File: src/rtl/pblm_pkg.sv
// pblm_pkg: shared constants, command codes and types of the prefix bitmap block.
// Geometry of the bitmap store (word width, row count) follows from ADDR_BITS.
// No dependencies.
`timescale 1ns / 1ps

package pblm_pkg;

  // Address width and derived widths
  localparam int ADDR_BITS = 16;
  localparam int IDX_W     = ADDR_BITS + 1;            // bitmap index width
  localparam int LEN_W     = $clog2(ADDR_BITS + 1);    // prefix length width

  // Bitmap store: rows of WORD_W bits
  localparam int WORD_LG   = (ADDR_BITS >= 6) ? 5 : 1;
  localparam int WORD_W    = 1 << WORD_LG;
  localparam int ROW_AW    = IDX_W - WORD_LG;
  localparam int RAM_DEPTH = 1 << ROW_AW;

  // Command codes
  localparam logic [1:0] CMD_CHECK = 2'd0;
  localparam logic [1:0] CMD_ADD   = 2'd1;
  localparam logic [1:0] CMD_DEL   = 2'd2;

  // Control of the slot index unit
  typedef struct packed {
    logic load;   // start a walk at length ADDR_BITS
    logic step;   // go one prefix length shorter
  } slot_ctrl_t;

endpackage

File: src/rtl/pblm_slot_unit.sv
// pblm_slot_unit: shared shift/add unit that walks prefix lengths downward
// and forms the bitmap index (2^n - 2) + (top n address bits). Uses pblm_pkg.
`timescale 1ns / 1ps

module pblm_slot_unit (
  input  logic                           clk_i,
  input  logic                           rst_ni,
  input  pblm_pkg::slot_ctrl_t           ctrl_i,
  input  logic [pblm_pkg::ADDR_BITS-1:0] addr_i,
  output logic [pblm_pkg::LEN_W-1:0]     len_o,
  output logic [pblm_pkg::IDX_W-1:0]     idx_o
);
  import pblm_pkg::*;

  logic [ADDR_BITS-1:0] val_q, val_d;   // top n address bits, right aligned
  logic [IDX_W-1:0]     pow_q, pow_d;   // 2^n
  logic [LEN_W-1:0]     len_q, len_d;   // current length n

  // Load or shift one length shorter
  always_comb begin
    val_d = val_q;
    pow_d = pow_q;
    len_d = len_q;
    if (ctrl_i.load) begin
      val_d = addr_i;
      pow_d = IDX_W'(1) << ADDR_BITS;
      len_d = LEN_W'(ADDR_BITS);
    end else if (ctrl_i.step) begin
      val_d = val_q >> 1;
      pow_d = pow_q >> 1;
      len_d = len_q - LEN_W'(1);
    end
  end

  always_ff @(posedge clk_i or negedge rst_ni) begin
    if (!rst_ni) begin
      len_q <= '0;
    end else begin
      len_q <= len_d;
    end
  end

  always_ff @(posedge clk_i) begin
    val_q <= val_d;
    pow_q <= pow_d;
  end

  // Group base plus prefix value
  assign idx_o = pow_q - IDX_W'(2) + IDX_W'(val_q);
  assign len_o = len_q;

endmodule

File: config.mk
export PLATFORM = sky130hd
export DESIGN_NAME = pblm_slot_unit
export DESIGN_NICKNAME = d
export VERILOG_FILES = /design/src/rtl/pblm_pkg.sv /design/src/rtl/pblm_slot_unit.sv
export SDC_FILE = /design/constraint.sdc
export NUM_CORES = 1
export LEC_CHECK = 0
export ABC_AREA = 0
export BUFFER_PORTS_ARGS = -buffer_cell sky130_fd_sc_hd__buf_2
export CAP_MARGIN = 5
export CORE_MARGIN = 2
export CORE_UTILIZATION = 33
export DETAILED_ROUTE_END_ITERATION = 12
export PLACE_DENSITY_LB_ADDON = 0.3
export SLEW_MARGIN = 20
export SYNTH_ARGS = -nofsm -noshare
export SYNTH_HDL_FRONTEND = slang
export SYNTH_SLANG_ARGS = --single-unit
File: constraint.sdc
create_clock -name clk_i -period 2.2 [get_ports clk_i]
set_input_delay 0.22 -clock clk_i [delete_from_list [all_inputs] [get_ports clk_i]]
set_output_delay 0.22 -clock clk_i [all_outputs]
set_load 0.01 [all_outputs]
After elaboration in Yosys (flattened, before gate mapping)
Index checks and enable logic that the tools add are counted.
- flip-flop bits (word level): 38
- bits of input ports: 20
- output and inout bits: 22
- word-level logic and storage cells: 11
- add/subtract/negate cells: 3
- reduce and logical (&&, ||, !) cells: 1
- multiplexer cells: 4
- operators with widths (cell ; number):
    $mux 16 ; 2
    $add 17x16->17 ; 1
    $sub 17x2->17 const B ; 1
    $mux 5 ; 2
    $sub 5x1->5 const B ; 1
    $reduce_bool 2->1 ; 1

Logic depth before layout (Yosys ltp)
- word-level depth: 3
- mapped depth: 10
- mapped depth without buffers: 10

Worst setup path before layout
OpenSTA, ideal clock, no wires.
- path kind: register to output
- from: register pow_q[1]
- to: output port idx_o[15] in the netlist's numbering
- path buffers: 0
- cell stages (with the launch flop): 11
- required time: 1980 ps
- slack: -261 ps
- data arrival time: 2241 ps
- cells stage by stage: dfxtp_1 > inv_1 > ha_1 > inv_1 > ha_1 > fa_1 > a21oi_1 > o211a_1 > nor2_1 > a2111oi_2 > xnor2_1
- longest elaborated chain between the ends: 2
- ends and longest elaborated chain (what ; line ; text):
    start: declaration ; pblm_slot_unit.sv:16 ; logic [IDX_W-1:0] pow_q, pow_d;
    start signal: assignment ; pblm_slot_unit.sv:45 ; pow_q <= pow_d;
    $sub 17x2->17 ; pblm_slot_unit.sv:49 ; assign idx_o = pow_q - IDX_W'(2) + IDX_W'(val_q);
    $add 17x16->17 ; pblm_slot_unit.sv:49 ;
    end: declaration ; pblm_slot_unit.sv:11 ; output logic [pblm_pkg::IDX_W-1:0] idx_o
Every way passes these cells.

Worst setup path after layout
- from: register val_q[3]
- to: output port idx_o[14] in the netlist's numbering
- longest elaborated chain between the ends: 1
- ends and longest elaborated chain (what ; line ; text):
    start: declaration ; pblm_slot_unit.sv:15 ; logic [ADDR_BITS-1:0] val_q, val_d;
    start signal: assignment ; pblm_slot_unit.sv:44 ; val_q <= val_d;
    $add 17x16->17 ; pblm_slot_unit.sv:49 ;
Every way passes these cells.

==> impl_metrics.yaml <==
final_layout:
  layout.nets: 484
  diodes: 0
  instances_no_fill: 537
  drive_above_1_share_pct: 44.0
  syn2layout_area_growth_pct: 50.6
cts:
  cts_tree: "done"
  root_buffer: "clkbuf_8"
  cts_buffers: 5
  cts.htree.levels: 2
  clock_latency_ns: 0.29
  clockBufferDepth: 2
  cts_sinks: 38
  path_clk_slew_ns: 0.08
sta:
  fin_ws_ns: -0.596
  drv_slew: 0
  min_period_ns: 2.80
  rsz0062_at_grt: "yes"
  tns_ns: -5.46
  finalCritPeriodShare_pct: 127
  skew_ns: 0.00692
  setup_viol: 13
  hold_viol_final: 0
  relSlewSlack_pct: 70.4
  tightest_slew_ns: 0.444
  clock.fmax_mhz: 358
worst_setup_path:
  worstSetupPathType: "register to primary output"
  worst_ep_arrival_time_ns: 2.58
  cp.required_ns: 1.98
  crit_top_cell: "ha_4"
  slowest_stage: "a211oi_4"
  critPathMaxFanout: 4
  end_kind: "primary output"
  critPathBufInv: 4
  cpLargestDelayFamily: "adder cells"
  crit_chain: "inv_2 > ha_4 > inv_4 > ha_4 > nand3_4 > a211oi_4 > buf_4 > o31ai_2 > mux2_4 > o211ai_1 > buf_2"
  slowest_delay_ns: 0.39
  crit_path_start_kind: "register"
logic_synthesis:
  synth_area_sq_mm: 0.00271
  yosys_warnings: 0
  async_flop_share_pct: 13.2
  syn-instance-count: 319
  syn_nets: 372
  ys_types: 43
  synth-seq-area-share_pct: 34.9
  syn_avg_cell_area_sq_um: 8.50
  ys.flop_type: "dfxtp_1"
  synth_area_leader_cell: "edfxtp_1"
  ys_ff_latch: 38
  synth_top_area_share_pct: 17.7
  synth_edf_count: 16
  synth_area_leaders: "edfxtp_1 (18%), ha_1 (15%), dfxtp_1 (13%)"
global_route:
  grt_pass1_vias: 2453
  use_met2_pct: 26.9
  antenna_found_initial: 0
  busiest_layer: "met2"
  grt_max_degree: 31
  met3_usage_pct: 1.84
  grtUsageTotal_pct: 15.5
  grt_use_met1_pct: 20.0
  gr-total-overflow: 0
  grt_first_pass_wirelength_um: 11100
die:
  die_h_um: 94.7
  initial_core_util_pct: 33.5
  num_io_pins: 42
  dieArea_sq_mm: 0.00896
  die_x_um: 94.7
  placementRows: 33
  core_sq_mm: 0.00809
pwr:
  p_leak_nw: 1.91
  power-per-cell-area_mw_per_mm2: 645
  finalPower_mw: 2.64
  peakVddDrop_v: 0.000248
run_status:
  status: "complete, but fails checks"
  violations: "negative setup slack"
min_path:
  hp-class: "input pin to register"
route:
  wl_um: 6680
  antenna_left: 0
  drtPass1Iterations: 4
  drc: 0
  drt_iter0_drc: 114
  dr_total_vias: 2435
  post_drt_wl_per_cell_um: 12.4
  via_per_inst: 4.53
flow_run:
  drv_cap: 0
placement:
  placedCellCount: 520
  port_buffers: 41
  dp_hpwl_um: 4970
  place_ws_ns: -0.372
  place_congestion: 0.856
-- synthesized netlist by cell type (2+ instances only) --
master,number
a21o_1,4
nand2_1,26
ha_1,32
a211oi_1,3
nand3b_1,2
o21ai_0,21
nor2_1,26
o211ai_1,2
nand2b_1,3
xor2_1,3
mux2i_1,17
edfxtp_1,16
nor3_1,4
xnor2_1,12
clkbuf_1,7
nand3_1,9
dfxtp_1,17
a221oi_1,2
nor4_1,2
nand4_1,2
inv_1,65
a21oi_1,14
dfrtp_1,5
buf_2,5
o21a_1,2
-- metal layers --
| layer | wire length (um) | share of wire, % |
|---|---|---|
| met2 | 3330 | 50 |
| met5 | 0 | 0 |
| met4 | 89 | 1.3 |
| met1 | 3120 | 47 |
| met3 | 141 | 2.1 |
-- power breakdown --
group / internal (mW) / switching, mW
Combinational: 0.700 / 0.663
Sequential: 0.787 / 0.0238
Clock: 0.220 / 0.243
Total: 1.71 / 0.929
-- through the flow --
stage | hold WS (ns) | instance area [sq um] | utilization (%)
global route | 0.209 | 4090 | 50.5
global placement | 0.0375 | 3600 | 44.4
floorplan | -0.0756 | 2800 | -
finish | 0.211 | 4090 | 50.5
CTS | 0.199 | 3930 | 48.5
detailed placement | 0.0446 | 3600 | 44.4
-- flip-flops by register name (all words and copies together), names as in the netlist --
| name | flops |
|---|---|
| pow_q | 17 |
| val_q | 16 |
| len_o | 5 |
-- worst paths after layout --
kind	from	to	slack, ns	depth (start not counted)
worst min register to register	pow_q[16]	pow_q[16]	0.52	1
worst min-delay path	addr_i[0]	val_q[0]	0.21	3
worst max-delay path	val_q[3]	idx_o[14]	-0.60	11
worst max register to register	len_o[0]	len_o[4]	0.99	6
min in group asynchronous	rst_ni	len_o[3]	0.27	2
max in group asynchronous	rst_ni	len_o[0]	1.79	2
-- cell families after synthesis --
group	count (synthesis)	share of synthesized area [%]
AO/OA/AOI/OAI	56	13.2
multiplexers	18	6.69
flip-flops	38	34.9
adder cells (fa/ha/maj)	33	15.5
buffers and inverters	78	11.0
AND/OR/NAND/NOR	81	13.8
XOR/XNOR	15	4.84
-- area by class of cell --
class                   instances  area, sq um
clock buffers                   6         72.6
well taps                     105          131
multi-input cells             203         1870
repair buffers                118          802
flip-flops and latches         38          951
clock inverters                 2         10.0
inverters                      65          249
fillers                       799         4010
-- cell usage in the layout (no fill, tap or decap), drive strengths merged, types with 6 or more instances in the layout --
cell type / n
a21oi: 14
buf: 117
clkbuf: 6
dfxtp: 17
edfxtp: 16
ha: 32
inv: 65
mux2i: 17
nand2: 26
nand3: 9
nor2: 26
o21ai: 21
xnor2: 12
-- tightest hold or removal path, delay by kind of cell --
family                 cells  cell delay (ns)
buffers and inverters      1             0.08
AND/OR/NAND/NOR            1             0.04
AO/OA/AOI/OAI              1             0.06
-- what timing repair did --
action | 4_1_cts | 5_1_grt
gates resized for setup | 40 | 25
pin swaps | 21 | 18
hold buffers | 1 | 0
setup buffers | 5 | 5
setup endpoints to repair | 13 | 13
cloned | 0 | 0
endpoints found under the hold margin | 5 | 0
No activity file was read; power rests on OpenSTA's default activity.
